[config.mk]
export PLATFORM = sky130hd
export DESIGN_NAME = two_link_inverse_kinematics_flat
export DESIGN_NICKNAME = d
export VERILOG_FILES = /design/src/sv/tlik_pkg.sv /design/src/sv/tlik_req_if.sv /design/src/sv/tlik_rsp_if.sv /design/src/sv/two_link_inverse_kinematics.sv /design/src/sv/tlik_mul.sv /design/src/sv/tlik_sqrt.sv /design/src/sv/tlik_div.sv /design/src/flat_wrapper.sv
export SDC_FILE = /design/constraint.sdc
export NUM_CORES = 2
export LEC_CHECK = 0
export BUFFER_PORTS_ARGS = -buffer_cell sky130_fd_sc_hd__buf_4
export CAP_MARGIN = 20
export CORE_ASPECT_RATIO = 1.1
export CORE_MARGIN = 3
export CORE_UTILIZATION = 60
export CTS_CLUSTER_DIAMETER = 100
export DETAILED_ROUTE_END_ITERATION = 16
export PLACE_DENSITY = 0.76
export RECOVER_POWER = 25
export SYNTH_ARGS = -nofsm -noshare
export SYNTH_HDL_FRONTEND = slang
export SYNTH_HIERARCHICAL = 1
export SYNTH_SLANG_ARGS = --single-unit
[constraint.sdc]
create_clock -name clk -period 8.47 [get_ports clk]
set_clock_uncertainty 0.05 [all_clocks]
set_input_delay 1.694 -clock clk [delete_from_list [all_inputs] [get_ports clk]]
set_output_delay 1.694 -clock clk [all_outputs]
set_load 0.005 [all_outputs]
[src/sv/tlik_pkg.sv]
package tlik_pkg;

	localparam int FRAC_BITS = 10;

	localparam int X_W   = 10;
	localparam int SH_W  = 13;
	localparam int EL_W  = 11;
	localparam int R2_W  = 20;
	localparam int ND_W  = 20;
	localparam int V_W   = 16;
	localparam int ANG_W = 10;

	localparam int DIV_W     = 32;
	localparam int DIV_CNT_W = $clog2(DIV_W);
	localparam int SQ_W      = 32;
	localparam int SQ_STEPS  = SQ_W / 2;
	localparam int SQ_CNT_W  = $clog2(SQ_STEPS);
	localparam int MUL_W     = 17;
	localparam int PROD_W    = 32;
	localparam int MUL_CNT_W = $clog2(MUL_W);

	localparam int R_W = FRAC_BITS + 2;
	localparam int T_W = FRAC_BITS + 9;

	localparam logic [R2_W-1:0]        REACH_SQ    = 20'd90000;
	localparam logic signed [ND_W-1:0] REACH       = 20'sd300;
	localparam logic [ND_W-1:0]        SCALE_LIM_U = 20'd10000;
	localparam logic signed [ND_W-1:0] SCALE_LIM_S = 20'sd10000;
	localparam int                     SCALE_SHIFT = 6;
	localparam logic [DIV_W-1:0]       DIV_TEN     = 32'd10;

	typedef logic signed [X_W-1:0] coord_t;

endpackage

[src/sv/tlik_req_if.sv]
interface tlik_req_if;
	import tlik_pkg::*;
	logic   valid;
	logic   ready;
	coord_t target_x;
	coord_t target_y;
	modport source (output valid, output target_x, output target_y, input ready);
	modport sink (input valid, input target_x, input target_y, output ready);
endinterface

[src/sv/tlik_rsp_if.sv]
interface tlik_rsp_if;
	import tlik_pkg::*;
	logic                   valid;
	logic                   ready;
	logic signed [SH_W-1:0] shoulder_angle;
	logic [EL_W-1:0]        elbow_angle;
	logic                   in_reach;
	modport source (output valid, output shoulder_angle, output elbow_angle,
		output in_reach, input ready);
	modport sink (input valid, input shoulder_angle, input elbow_angle,
		input in_reach, output ready);
endinterface

[src/sv/two_link_inverse_kinematics.sv]
// in reach: the sequence runs the serial multiplier (17 steps), the square root unit
// (16 steps, three times) and the divider (32 steps, up to four times), and skips one
// division for each angle whose opposite side is zero; out of reach: no unit is started
// one item at a time: the next input transfer waits until the result is in the output
// register, and the result waits while the output register holds an untaken result
// arst_n clears the sequencer and the output valid; no result is pending after reset
module two_link_inverse_kinematics (
	input  logic  clk,
	input  logic  arst_n,
	tlik_req_if.sink   req,
	tlik_rsp_if.source rsp
);
	import tlik_pkg::*;

	localparam logic [4:0] ST_IDLE = 5'd0;
	localparam logic [4:0] ST_SQR  = 5'd1;
	localparam logic [4:0] ST_CHK  = 5'd2;
	localparam logic [4:0] ST_MUL  = 5'd3;
	localparam logic [4:0] ST_RT1  = 5'd4;
	localparam logic [4:0] ST_SCL  = 5'd5;
	localparam logic [4:0] ST_DV1  = 5'd6;
	localparam logic [4:0] ST_DV2  = 5'd7;
	localparam logic [4:0] ST_AT0  = 5'd8;
	localparam logic [4:0] ST_ATD  = 5'd9;
	localparam logic [4:0] ST_AM1  = 5'd10;
	localparam logic [4:0] ST_AM2  = 5'd11;
	localparam logic [4:0] ST_AM3  = 5'd12;
	localparam logic [4:0] ST_AM4  = 5'd13;
	localparam logic [4:0] ST_AEND = 5'd14;
	localparam logic [4:0] ST_RT2  = 5'd15;
	localparam logic [4:0] ST_RT3  = 5'd16;
	localparam logic [4:0] ST_FIN  = 5'd17;

	localparam logic signed [ANG_W-1:0] ANG_0   = 10'sd0;
	localparam logic signed [ANG_W-1:0] ANG_45  = 10'sd45;
	localparam logic signed [ANG_W-1:0] ANG_135 = 10'sd135;
	localparam logic signed [ANG_W-1:0] ANG_180 = 10'sd180;

	logic [4:0] state_q;

	coord_t                   x_q;
	coord_t                   y_q;
	logic [R2_W-1:0]          r2_q;
	logic signed [ND_W-1:0]   num_q;
	logic signed [ND_W-1:0]   den_q;
	logic                     neg_q;
	logic signed [V_W-1:0]    yv_q;
	logic signed [V_W-1:0]    xv_q;
	logic                     rneg_q;
	logic signed [ANG_W-1:0]  base_q;
	logic signed [R_W-1:0]    r_q;
	logic signed [2*R_W-1:0]  rr_q;
	logic signed [2*R_W-1:0]  r3_q;
	logic signed [T_W-1:0]    t_q;
	logic signed [ANG_W-1:0]  ang_q;
	logic                     phase_q;
	logic signed [SH_W-1:0]   sh_q;
	logic [EL_W-1:0]          el_q;
	logic                     reach_q;

	logic                     out_v_q;
	logic signed [SH_W-1:0]   sh_out_q;
	logic [EL_W-1:0]          el_out_q;
	logic                     rch_out_q;

	logic                     mul_start;
	logic [MUL_W-1:0]         mul_a;
	logic [MUL_W-1:0]         mul_b;
	logic                     mul_done;
	logic [PROD_W-1:0]        mul_prod;
	logic                     sq_start;
	logic [SQ_W-1:0]          sq_in;
	logic                     sq_done;
	logic [SQ_STEPS-1:0]      sq_root;
	logic                     div_start;
	logic [DIV_W-1:0]         div_a;
	logic [DIV_W-1:0]         div_b;
	logic                     div_done;
	logic [DIV_W-1:0]         div_q;

	logic signed [ND_W-1:0]   xsq;
	logic signed [ND_W-1:0]   ysq;
	logic signed [ND_W-1:0]   num_w;
	logic signed [ND_W-1:0]   den_w;
	logic [ND_W-1:0]          mag_raw;
	logic                     big;
	logic [ND_W-1:0]          mag_sc;
	logic signed [ND_W-1:0]   den_sc;
	logic [ND_W-1:0]          dmag;
	logic                     xnn;
	logic signed [V_W-1:0]    n_w;
	logic signed [V_W-1:0]    d_w;
	logic [V_W-1:0]           nmag;
	logic signed [R_W-1:0]    q_r;
	logic signed [R_W-1:0]    rrs;
	logic signed [R_W-1:0]    r3s;
	logic signed [T_W-1:0]    r3x;
	logic signed [T_W-1:0]    rx;
	logic signed [SH_W-1:0]   ax;
	logic signed [SH_W-1:0]   jw;
	logic                     load_out;

	tlik_mul u_mul (
		.clk(clk), .arst_n(arst_n), .start(mul_start), .op_a(mul_a), .op_b(mul_b),
		.done(mul_done), .product(mul_prod)
	);

	tlik_sqrt u_sqrt (
		.clk(clk), .arst_n(arst_n), .start(sq_start), .radicand(sq_in),
		.done(sq_done), .root(sq_root)
	);

	tlik_div u_div (
		.clk(clk), .arst_n(arst_n), .start(div_start), .dividend(div_a),
		.divisor(div_b), .done(div_done), .quotient(div_q)
	);

	always_comb begin
		xsq     = ND_W'(x_q) * ND_W'(x_q);
		ysq     = ND_W'(y_q) * ND_W'(y_q);
		num_w   = ND_W'(y_q) * REACH - $signed({{(ND_W - SQ_STEPS){1'b0}}, sq_root});
		den_w   = $signed(r2_q) + ND_W'(x_q) * REACH;
		mag_raw = num_q[ND_W-1] ? ND_W'(-num_q) : ND_W'(num_q);
		big     = (mag_raw > SCALE_LIM_U) || (den_q > SCALE_LIM_S);
		mag_sc  = big ? (mag_raw >> SCALE_SHIFT) : mag_raw;
		den_sc  = big ? (den_q >>> SCALE_SHIFT) : den_q;
		dmag    = den_q[ND_W-1] ? ND_W'(-den_q) : ND_W'(den_q);
		xnn     = !xv_q[V_W-1];
		n_w     = xnn ? (xv_q - yv_q) : (xv_q + yv_q);
		d_w     = xnn ? (xv_q + yv_q) : (yv_q - xv_q);
		nmag    = n_w[V_W-1] ? V_W'(-n_w) : V_W'(n_w);
		q_r     = $signed(div_q[R_W-1:0]);
		rrs     = R_W'(rr_q >>> FRAC_BITS);
		r3s     = R_W'(r3_q >>> FRAC_BITS);
		r3x     = T_W'(r3s);
		rx      = T_W'(r_q);
		ax      = SH_W'(ang_q);
		jw      = (ax <<< 4) + (ax <<< 2);
	end

	// launches of the shared serial units
	always_comb begin
		mul_start = 1'b0;
		mul_a     = r2_q[MUL_W-1:0];
		mul_b     = MUL_W'(REACH_SQ - r2_q);
		sq_start  = 1'b0;
		sq_in     = mul_prod;
		div_start = 1'b0;
		div_a     = DIV_W'(mag_sc);
		div_b     = DIV_TEN;
		unique case (state_q)
			ST_CHK: begin
				mul_start = r2_q < REACH_SQ;
			end
			ST_MUL: begin
				sq_start = mul_done;
			end
			ST_AEND: begin
				sq_start = !phase_q;
				sq_in    = SQ_W'(REACH_SQ - r2_q);
			end
			ST_RT2: begin
				sq_start = sq_done;
				sq_in    = SQ_W'(r2_q);
			end
			ST_SCL: begin
				div_start = 1'b1;
			end
			ST_DV1: begin
				div_start = div_done;
				div_a     = DIV_W'(dmag);
			end
			ST_AT0: begin
				div_start = yv_q != '0;
				div_a     = DIV_W'(nmag) << FRAC_BITS;
				div_b     = DIV_W'($unsigned(d_w));
			end
			default: begin
			end
		endcase
	end

	assign load_out = (state_q == ST_FIN) && (!out_v_q || rsp.ready);

	always_ff @(posedge clk or negedge arst_n) begin
		if (!arst_n) begin
			state_q <= ST_IDLE;
			phase_q <= 1'b0;
		end else begin
			unique case (state_q)
				ST_IDLE: if (req.valid) state_q <= ST_SQR;
				ST_SQR:  state_q <= ST_CHK;
				ST_CHK:  state_q <= (r2_q < REACH_SQ) ? ST_MUL : ST_FIN;
				ST_MUL:  if (mul_done) state_q <= ST_RT1;
				ST_RT1:  if (sq_done) state_q <= ST_SCL;
				ST_SCL:  state_q <= ST_DV1;
				ST_DV1:  if (div_done) state_q <= ST_DV2;
				ST_DV2: begin
					if (div_done) begin
						state_q <= ST_AT0;
						phase_q <= 1'b0;
					end
				end
				ST_AT0:  state_q <= (yv_q != '0) ? ST_ATD : ST_AEND;
				ST_ATD:  if (div_done) state_q <= ST_AM1;
				ST_AM1:  state_q <= ST_AM2;
				ST_AM2:  state_q <= ST_AM3;
				ST_AM3:  state_q <= ST_AM4;
				ST_AM4:  state_q <= ST_AEND;
				ST_AEND: begin
					if (!phase_q) begin
						state_q <= ST_RT2;
						phase_q <= 1'b1;
					end else begin
						state_q <= ST_FIN;
					end
				end
				ST_RT2:  if (sq_done) state_q <= ST_RT3;
				ST_RT3:  if (sq_done) state_q <= ST_AT0;
				ST_FIN:  if (load_out) state_q <= ST_IDLE;
				default: state_q <= ST_IDLE;
			endcase
		end
	end

	// datapath registers
	always_ff @(posedge clk) begin
		unique case (state_q)
			ST_IDLE: begin
				x_q <= req.target_x;
				y_q <= req.target_y;
			end
			ST_SQR: begin
				r2_q <= $unsigned(xsq + ysq);
			end
			ST_CHK: begin
				reach_q <= r2_q < REACH_SQ;
				sh_q    <= '0;
				el_q    <= '0;
			end
			ST_RT1: begin
				num_q <= num_w;
				den_q <= den_w;
			end
			ST_SCL: begin
				neg_q <= num_q[ND_W-1];
				den_q <= den_sc;
			end
			ST_DV1: begin
				if (div_done) yv_q <= $signed(div_q[V_W-1:0]);
			end
			ST_DV2: begin
				if (div_done) begin
					xv_q <= den_q[ND_W-1] ? -$signed(div_q[V_W-1:0])
						: $signed(div_q[V_W-1:0]);
				end
			end
			ST_AT0: begin
				base_q <= xnn ? ANG_45 : ANG_135;
				rneg_q <= n_w[V_W-1];
				ang_q  <= xnn ? ANG_0 : ANG_180;
			end
			ST_ATD: begin
				if (div_done) r_q <= rneg_q ? -q_r : q_r;
			end
			ST_AM1: rr_q <= (2*R_W)'(r_q) * (2*R_W)'(r_q);
			ST_AM2: r3_q <= (2*R_W)'(rrs) * (2*R_W)'(r_q);
			ST_AM3: begin
				t_q <= (r3x <<< 3) + (r3x <<< 1) + r3x - ((rx <<< 6) - (rx <<< 3));
			end
			ST_AM4: ang_q <= base_q + ANG_W'(t_q >>> FRAC_BITS);
			ST_AEND: begin
				if (!phase_q) sh_q <= neg_q ? -jw : jw;
				else el_q <= EL_W'($unsigned(jw));
			end
			ST_RT2: begin
				if (sq_done) yv_q <= $signed(V_W'(sq_root));
			end
			ST_RT3: begin
				if (sq_done) xv_q <= $signed(V_W'(sq_root));
			end
			default: begin
			end
		endcase
	end

	always_ff @(posedge clk or negedge arst_n) begin
		if (!arst_n) begin
			out_v_q <= 1'b0;
		end else if (load_out) begin
			out_v_q <= 1'b1;
		end else if (rsp.ready) begin
			out_v_q <= 1'b0;
		end
	end

	always_ff @(posedge clk) begin
		if (load_out) begin
			sh_out_q  <= sh_q;
			el_out_q  <= el_q;
			rch_out_q <= reach_q;
		end
	end

	assign req.ready          = state_q == ST_IDLE;
	assign rsp.valid          = out_v_q;
	assign rsp.shoulder_angle = sh_out_q;
	assign rsp.elbow_angle    = el_out_q;
	assign rsp.in_reach       = rch_out_q;

	a_out_of_reach_zero: assert property (@(posedge clk) disable iff (!arst_n)
		rsp.valid && !rsp.in_reach |-> rsp.shoulder_angle == '0 && rsp.elbow_angle == '0)
		else $error("out of reach result with nonzero angle");

	a_accept_starts: assert property (@(posedge clk) disable iff (!arst_n)
		req.valid && req.ready |=> state_q == ST_SQR)
		else $error("transfer did not start the sequence");

	a_sqrt_done_wait: assert property (@(posedge clk) disable iff (!arst_n)
		sq_done |-> state_q == ST_RT1 || state_q == ST_RT2 || state_q == ST_RT3)
		else $error("square root finished outside a wait state");

	a_elbow_range: assert property (@(posedge clk) disable iff (!arst_n)
		rsp.valid |-> rsp.elbow_angle <= 11'd1800)
		else $error("elbow angle out of range");
endmodule

[src/sv/tlik_mul.sv]
module tlik_mul (
	input  logic                           clk,
	input  logic                           arst_n,
	input  logic                           start,
	input  logic [tlik_pkg::MUL_W-1:0]     op_a,
	input  logic [tlik_pkg::MUL_W-1:0]     op_b,
	output logic                           done,
	output logic [tlik_pkg::PROD_W-1:0]    product
);
	import tlik_pkg::*;

	logic                 busy_q;
	logic                 done_q;
	logic [MUL_CNT_W-1:0] cnt_q;
	logic [MUL_W-1:0]     a_q;
	logic [PROD_W-1:0]    b_q;
	logic [PROD_W-1:0]    acc_q;

	always_ff @(posedge clk or negedge arst_n) begin
		if (!arst_n) begin
			busy_q <= 1'b0;
			done_q <= 1'b0;
			cnt_q  <= '0;
			a_q    <= '0;
			b_q    <= '0;
			acc_q  <= '0;
		end else if (start) begin
			busy_q <= 1'b1;
			done_q <= 1'b0;
			cnt_q  <= '0;
			a_q    <= op_a;
			b_q    <= PROD_W'(op_b);
			acc_q  <= '0;
		end else if (busy_q) begin
			if (a_q[0]) begin
				acc_q <= acc_q + b_q;
			end
			a_q   <= a_q >> 1;
			b_q   <= b_q << 1;
			cnt_q <= cnt_q + 1'b1;
			if (cnt_q == MUL_CNT_W'(MUL_W - 1)) begin
				busy_q <= 1'b0;
				done_q <= 1'b1;
			end
		end else begin
			done_q <= 1'b0;
		end
	end

	assign done    = done_q;
	assign product = acc_q;
endmodule

[src/sv/tlik_sqrt.sv]
module tlik_sqrt (
	input  logic                            clk,
	input  logic                            arst_n,
	input  logic                            start,
	input  logic [tlik_pkg::SQ_W-1:0]       radicand,
	output logic                            done,
	output logic [tlik_pkg::SQ_STEPS-1:0]   root
);
	import tlik_pkg::*;

	logic                busy_q;
	logic                done_q;
	logic [SQ_CNT_W-1:0] cnt_q;
	logic [SQ_W-1:0]     root_q;
	logic [SQ_W-1:0]     rem_q;
	logic [SQ_W-1:0]     bit_q;
	logic [SQ_W-1:0]     trial;

	assign trial = root_q + bit_q;

	always_ff @(posedge clk or negedge arst_n) begin
		if (!arst_n) begin
			busy_q <= 1'b0;
			done_q <= 1'b0;
			cnt_q  <= '0;
			root_q <= '0;
			rem_q  <= '0;
			bit_q  <= '0;
		end else if (start) begin
			busy_q <= 1'b1;
			done_q <= 1'b0;
			cnt_q  <= '0;
			root_q <= '0;
			rem_q  <= radicand;
			bit_q  <= SQ_W'(1) << (SQ_W - 2);
		end else if (busy_q) begin
			if (rem_q >= trial) begin
				rem_q  <= rem_q - trial;
				root_q <= (root_q >> 1) + bit_q;
			end else begin
				root_q <= root_q >> 1;
			end
			bit_q <= bit_q >> 2;
			cnt_q <= cnt_q + 1'b1;
			if (cnt_q == SQ_CNT_W'(SQ_STEPS - 1)) begin
				busy_q <= 1'b0;
				done_q <= 1'b1;
			end
		end else begin
			done_q <= 1'b0;
		end
	end

	assign done = done_q;
	assign root = root_q[SQ_STEPS-1:0];
endmodule

[src/sv/tlik_div.sv]
module tlik_div (
	input  logic                         clk,
	input  logic                         arst_n,
	input  logic                         start,
	input  logic [tlik_pkg::DIV_W-1:0]   dividend,
	input  logic [tlik_pkg::DIV_W-1:0]   divisor,
	output logic                         done,
	output logic [tlik_pkg::DIV_W-1:0]   quotient
);
	import tlik_pkg::*;

	logic                 busy_q;
	logic                 done_q;
	logic [DIV_CNT_W-1:0] cnt_q;
	logic [DIV_W-1:0]     quo_q;
	logic [DIV_W:0]       rem_q;
	logic [DIV_W-1:0]     dvs_q;
	logic [DIV_W:0]       rem_sh;

	assign rem_sh = {rem_q[DIV_W-1:0], quo_q[DIV_W-1]};

	always_ff @(posedge clk or negedge arst_n) begin
		if (!arst_n) begin
			busy_q <= 1'b0;
			done_q <= 1'b0;
			cnt_q  <= '0;
			quo_q  <= '0;
			rem_q  <= '0;
			dvs_q  <= '0;
		end else if (start) begin
			busy_q <= 1'b1;
			done_q <= 1'b0;
			cnt_q  <= '0;
			quo_q  <= dividend;
			rem_q  <= '0;
			dvs_q  <= divisor;
		end else if (busy_q) begin
			if (rem_sh >= {1'b0, dvs_q}) begin
				rem_q <= rem_sh - {1'b0, dvs_q};
				quo_q <= {quo_q[DIV_W-2:0], 1'b1};
			end else begin
				rem_q <= rem_sh;
				quo_q <= {quo_q[DIV_W-2:0], 1'b0};
			end
			cnt_q <= cnt_q + 1'b1;
			if (cnt_q == DIV_CNT_W'(DIV_W - 1)) begin
				busy_q <= 1'b0;
				done_q <= 1'b1;
			end
		end else begin
			done_q <= 1'b0;
		end
	end

	assign done     = done_q;
	assign quotient = quo_q;
endmodule

[src/flat_wrapper.sv]
// flat-port wrapper written by rule: the top's interface ports become plain ports
module two_link_inverse_kinematics_flat import tlik_pkg::*;
  (clk, arst_n, req_valid, req_target_x, req_target_y, req_ready, rsp_valid, rsp_shoulder_angle, rsp_elbow_angle, rsp_in_reach, rsp_ready);
  tlik_req_if req_i ();
  tlik_rsp_if rsp_i ();
  input  logic clk;
  input  logic arst_n;
  input wire logic [$bits(req_i.valid)-1:0] req_valid;
  input wire logic [$bits(req_i.target_x)-1:0] req_target_x;
  input wire logic [$bits(req_i.target_y)-1:0] req_target_y;
  output wire logic [$bits(req_i.ready)-1:0] req_ready;
  output wire logic [$bits(rsp_i.valid)-1:0] rsp_valid;
  output wire logic [$bits(rsp_i.shoulder_angle)-1:0] rsp_shoulder_angle;
  output wire logic [$bits(rsp_i.elbow_angle)-1:0] rsp_elbow_angle;
  output wire logic [$bits(rsp_i.in_reach)-1:0] rsp_in_reach;
  input wire logic [$bits(rsp_i.ready)-1:0] rsp_ready;
  assign req_i.valid = req_valid;
  assign req_i.target_x = req_target_x;
  assign req_i.target_y = req_target_y;
  assign req_ready = req_i.ready;
  assign rsp_valid = rsp_i.valid;
  assign rsp_shoulder_angle = rsp_i.shoulder_angle;
  assign rsp_elbow_angle = rsp_i.elbow_angle;
  assign rsp_in_reach = rsp_i.in_reach;
  assign rsp_i.ready = rsp_ready;
  two_link_inverse_kinematics u_core (.clk(clk), .arst_n(arst_n), .req(req_i), .rsp(rsp_i));
endmodule
## Word-level counts from Yosys, hierarchy flattened

Cells that the tools add are included.
W data, S select, Z words.

| cells by class | value |
|---|---|
| muxes and demuxes | 91 |
| bitwise gates (word level) | 1 |
| multiply operators | 6 |
| equality and inequality tests | 35 |
| div/mod/pow operators | 0 |
| reductions and logical operators | 30 |
| shift operators | 0 |
| order comparisons | 5 |
| add/sub/neg operators | 28 |

Operators with widths:

| kind | count |
|---|---|
| $mux W32 | 18 |
| $mux W16 | 8 |
| $pmux W5 S18 | 1 |
| $mux W5 | 15 |
| $add A32 B32 Y32 | 2 |
| $pmux W16 S2 | 2 |
| $pmux W32 S2 | 1 |
| $sub A32 B32 Y32 | 2 |
| $mux W20 | 3 |
| $pmux W26 S2 | 1 |
| $mul A12 B12 Y22 | 2 |
| $add A20 B20 Y20 | 2 |
| $eq A5 B4 Y1 const B | 8 |
| $mul A10 B10 Y20 | 2 |
| $neg A20 Y20 | 2 |
| $pmux W20 S2 | 1 |
| $mul A10 B8 Y18 const B | 2 |
| $mux W17 | 2 |
| $ge A33 B32 Y1 | 1 |
| $add A31 B32 Y32 | 1 |
| $ge A32 B32 Y1 | 1 |
| $neg A16 Y16 | 2 |
| $sub A16 B16 Y16 | 2 |
| $mux W13 | 2 |
| other kinds (47) | 113 |

| storage, ports and cells | value |
|---|---|
| latch bits | 0 |
| word-level logic and storage cells | 239 |
| RAM bits | 0 |
| register bits | 559 |
| input bits | 24 |
| output and inout bits | 27 |
| ROM bits | 0 |
| memories | 0 |

## Longest topological paths before layout

| logic depth | value |
|---|---|
| depth in word-level cells | 7 |
| depth in mapped cells | 26 |
| depth with buffers taken out | 26 |

## By module

The synthesis kept the hierarchy.

Modules (own cells, without submodules):

| module | times used | cells each | sequential area each (sq um) | area an instance (sq um) |
|---|---|---|---|---|
| two_link_inverse_kinematics | 1 | 3830 | 6571.3 | 35781.8 |
| tlik_sqrt | 1 | 932 | 2152.1 | 7719.9 |
| tlik_div | 1 | 709 | 2577.5 | 6428.7 |
| tlik_mul | 1 | 567 | 2202.1 | 5253.8 |

## Worst setup path before layout

No wires, ideal clock.

| path | value |
|---|---|
| path type | reg-to-reg |
| start point | reg u_core.y_q[9] |
| end point | reg u_core.r2_q[19], data pin |
| required time | 8.160 ns |
| library setup time | 0.260 ns |
| arrival | 7.328 ns |
| buffers on the path | 0 |
| setup slack | 0.832 ns |
| period minus slack after synthesis | 7.638 ns |
| cell stages (with the launch flop) | 23 |
| cells stage by stage | edfxtp_1 -> clkinv_1 -> nor2_1 -> inv_1 -> fa_1 -> fa_1 -> inv_1 -> fa_1 -> fa_1 -> fa_1 -> fa_1 -> inv_1 -> fa_1 -> inv_1 -> ha_1 -> nand2_1 -> nand2_1 -> a31oi_1 -> o21ai_0 -> o41ai_1 -> o2111ai_1 -> a21oi_1 -> xnor2_1 |

| on the way | value |
|---|---|
| cells in the longest elaborated chain, start to end | 2 |

RTL lines:

| what | RTL line | source |
|---|---|---|
| from (decl) | two_link_inverse_kinematics.sv:42 | `coord_t y_q;` |
| from (signal assigned) | two_link_inverse_kinematics.sv:231 | `y_q <= req.target_y;` |
| $mul A10 B10 Y20 | two_link_inverse_kinematics.sv:120 | `ysq = ND_W'(y_q) * ND_W'(y_q);` |
| $add A20 B20 Y20 | two_link_inverse_kinematics.sv:234 | `r2_q <= $unsigned(xsq + ysq);` |
| to (signal assigned) | two_link_inverse_kinematics.sv:234 |  |
| to (decl) | two_link_inverse_kinematics.sv:43 | `logic [R2_W-1:0] r2_q;` |

Every way passes these cells.
A chain may end at the register's enable or synchronous reset.

## Worst setup path in the final report

| path | value |
|---|---|
| start point | reg u_core.y_q[0] |
| end point | reg u_core.r2_q[19], data pin |

The elaborated chain is that of the path after synthesis.

==> impl_metrics.csv <==
group,metric,value,unit
outcome,outcome,"finished, violations left",
outcome,failed_checks,"capacitance limit, slew limit",
grt,grt_usage,0.2862,
sta,layout_min_cycle_time,7.468,ns
sta,final_max_slew_viol_count,125,
logic_synthesis,yosys.area_share.simple,0.1414,
floorplanning,die_y,324.1,um
cts,cts-htree-levels,2,
worst_hold_path,min_path_type,"reg2reg",
worst_setup_path,crit_path_end_kind,"register",
sta,finalSetupViolations,0,
grt,grt_max_degree,129,
cts,clock-sinks,497,
sta,tightest_slew,2.412,ns
cts,cts_tree,"yes",
worst_setup_path,slowest_delay,0.57,ns
cells_and_area,syn2layout_area_growth,5.823,%
sta,fmax,133.9,MHz
logic_synthesis,yosys_warnings,6,
grt,grt_pass1_vias,42660,
worst_setup_path,crit_family,"adder cells",
route,dr.pass1.iters,6,
logic_synthesis,synth_xor_area_frac,0.06253,
cts,insertion_delay,0.66,ns
route,drc,0,
worst_setup_path,worstPathRequired,8.81,ns
worst_setup_path,cpMostUsedCell,"fa_1",
cells_and_area,mostFrequentLayoutCell,"inv_1",
run,max_cap_viol_count,4,
route,drt-initial-drc-count,3239,
cts,cts-root-buf,"clkbuf_16",
worst_setup_path,path_class,"reg2reg",
logic_synthesis,synth_adder_area_share,0.3054,
logic_synthesis,synth_top_family_by_area,"adder cells",
power,power_density,86.92,nW/um^2
grt,antenna_found_initial,2,
route,routed_wl,135.7,mm
logic_synthesis,ys_types,106,
floorplanning,die_area,95650,um^2
cells_and_area,fin_cells,7206,
grt,grt_pass1_wl,220.7,mm
cells_and_area,fillers,7623,
floorplanning,rows,116,
cells_and_area,regArea,13510,um^2
sta,slew_headroom,-0.6079,
worst_setup_path,crit_chain,"inv_1 -> nor2_1 -> buf_4 -> inv_1 -> fa_1 -> fa_1 -> inv_1 -> fa_1 -> fa_1 -> fa_1 -> fa_1 -> inv_1 -> fa_1 -> inv_1 -> ha_1 -> nand2_1 -> nand2_1 -> a31oi_1 -> o21ai_0 -> o41ai_1 -> o2111ai_1 -> a21oi_1 -> xnor2_1",
logic_synthesis,ys_seq_area_frac,0.2447,
cells_and_area,most-common-layout-cells,"inv_1 (853), nand2_1 (568), ha_1 (539)",
worst_setup_path,path_max_fanout,11,
place,gp_routability_congestion,0.9183,
sta,setup_tns,0,ns
worst_setup_path,cp-start-kind,"register",
logic_synthesis,muxShareOfSynthArea,0.03290,
logic_synthesis,synth-seq-cells,497,
floorplanning,die_w,295.2,um
cells_and_area,drive_above_1_share,0.04746,
worst_setup_path,slowest_stage,"edfxtp_1",
cts,cts_resized,0,
sta,finalHoldViolCount,0,
logic_synthesis,syn_inst,6038,
cts,hold_buffers,0,
logic_synthesis,synth_compound_area_frac,0.1351,
floorplanning,start_util,0.6054,
sta,rsz0062_at_grt,"false",
sta,setup_slack,1.002,ns
cells_and_area,multiInputGateArea,37530,um^2
power,ir_drop,0.1444,mV
cts,clk_path_buf_depth,3,
route,antenna_left,0,
place,portBuffers,46,
route,wl_per_cell,18.83,um
cts,postCtsSetupRepairBufs,0,
floorplanning,core,91150,um^2
floorplanning,ios,51,
grt,overflow,0,
logic_synthesis,synth-main-ff-cell,"dfrtp_1",
power,leakage,26.51,nW
cts,cts.clk_slew.worst_paths,0.07,ns
cells_and_area,diodes,0,
cells_and_area,fin_util,0.6407,
power,total_power,0.005076,W
place,dpl.cell_count,7098,
cells_and_area,final_nets,7048,
logic_synthesis,syn_area,55180,um^2
worst_setup_path,cp_num_buf_inv,6,
place,dp_hpwl,105.4,mm
worst_setup_path,critPathArrivalTime,7.81,ns
place,dp_slack,1.017,ns
cts,cts_buffers,56,
logic_synthesis,synth_edf_count,213,
route,vias,42580,
sta,fin_crit_sh,0.8817,
logic_synthesis,async_flop_share,0.5714,
route,vias_per_cell,5.910,
logic_synthesis,syn_area_per_cell,9.139,um^2
per-layer routing:
layer / vias up / wire length, um / part of all wire / GRT usage
met5: - / 0 / 0 / 0
met2: 1273 / 66410 / 0.49 / 0.4915
met3: 307 / 7266 / 0.054 / 0.03184
met1: 20890 / 56980 / 0.42 / 0.3761
met4: 0 / 5051 / 0.037 / 0.1045
li1: 20120 / - / - / -
cells in the mapped netlist (all sizes together) (66+ instances only):
master    n  area [um^2]
mux2i   151         1511
inv     855         3209
edfxtp  213         6396
clkbuf  177        664.4
a21oi   275         1395
and2     84        525.5
fa      505        10110
nor3     84        425.4
nand2   570         2145
a211oi   70        525.5
o21ai   346         1739
or3      66        414.2
dfrtp   284         7107
xnor2   266         2330
xor2    128         1121
nor2    456         1714
nand3    90        450.4
ha      539         6744
a21o     73        548.0
worst reg2reg max path, stage by stage, from the launching register on:
cell and delay [ns]:
edfxtp_1 0.57, inv_1 0.23, nor2_1 0.15, buf_4 0.19, inv_1 0.21, fa_1 0.55, fa_1 0.55, inv_1 0.05
fa_1 0.52, fa_1 0.44, fa_1 0.52, fa_1 0.55, inv_1 0.06, fa_1 0.52, inv_1 0.04, ha_1 0.34
nand2_1 0.09, nand2_1 0.07, a31oi_1 0.30, o21ai_0 0.20, o41ai_1 0.51, o2111ai_1 0.21, a21oi_1 0.20, xnor2_1 0.08
sequential cells by signal, indices dropped and copies added (netlist names), 32 cells and up:
signal                 count
u_core/u_div/dvs_q        32
u_core/u_div/quotient     32
u_core/u_div/rem_q        32
u_core/u_mul/b_q          32
u_core/u_mul/product      32
u_core/u_sqrt/rem_q       32
u_core/u_sqrt/root_q      32
layout make-up:
cell class              instances  area share
clock buffers                  69     0.02610
clock inverters                35    0.006706
inverters                     862     0.05541
multi-input cells            4466      0.6426
flip-flops and latches        497      0.2313
well taps                    1180     0.02528
repair buffers                 97     0.01256
stage by stage:
stage | instance area [um^2] | hold WS (ns)
after floorplan | 55280 | 0.3503
after global placement | 56460 | 0.3536
after detailed placement | 56490 | 0.3545
after CTS | 58400 | 0.3685
after global routing | 58400 | 0.3742
final | 58400 | 0.3676
cell families (layout without fill, tap and decap cells):
kind of cell | count (synthesis) | count (layout)
AOI/OAI and AO/OA | 1161 | 1161
DFF | 497 | 497
and+or+nand+nor | 1664 | 1664
xor gates and xnor gates | 394 | 394
muxes | 177 | 177
adders and majority gates | 1044 | 1044
buffers and inverters | 1100 | 1063
other | 1 | 26
path summary, 6_finish.rpt:
kind | cells after the start | slack [ns] | from | to
min in group asynchronous | 1 | 1.00 | arst_n | u_core/u_div/dvs_q[22]
worst min register to register | 0 | 0.37 | u_core/el_q[9] | u_core/rsp.elbow_angle[9]
worst max register to register | 23 | 1.00 | u_core/y_q[0] | u_core/r2_q[19]
worst max-delay path | 23 | 1.00 | u_core/y_q[0] | u_core/r2_q[19]
worst min-delay path | 0 | 0.37 | u_core/el_q[9] | u_core/rsp.elbow_angle[9]
max in group asynchronous | 2 | 5.88 | arst_n | u_core/u_sqrt/busy_q
report_power, final:
| part | leakage [nW] | switching (W) | total, W | internal [W] |
|---|---|---|---|---|
| Combinational | 20.0 | 0.0000317 | 0.0000382 | 0.00000644 |
| Clock | 0.907 | 0.00109 | 0.00254 | 0.00145 |
| Sequential | 5.61 | 0.0000000000000000000402 | 0.00250 | 0.00250 |
No activity file was read; power rests on OpenSTA's default activity.
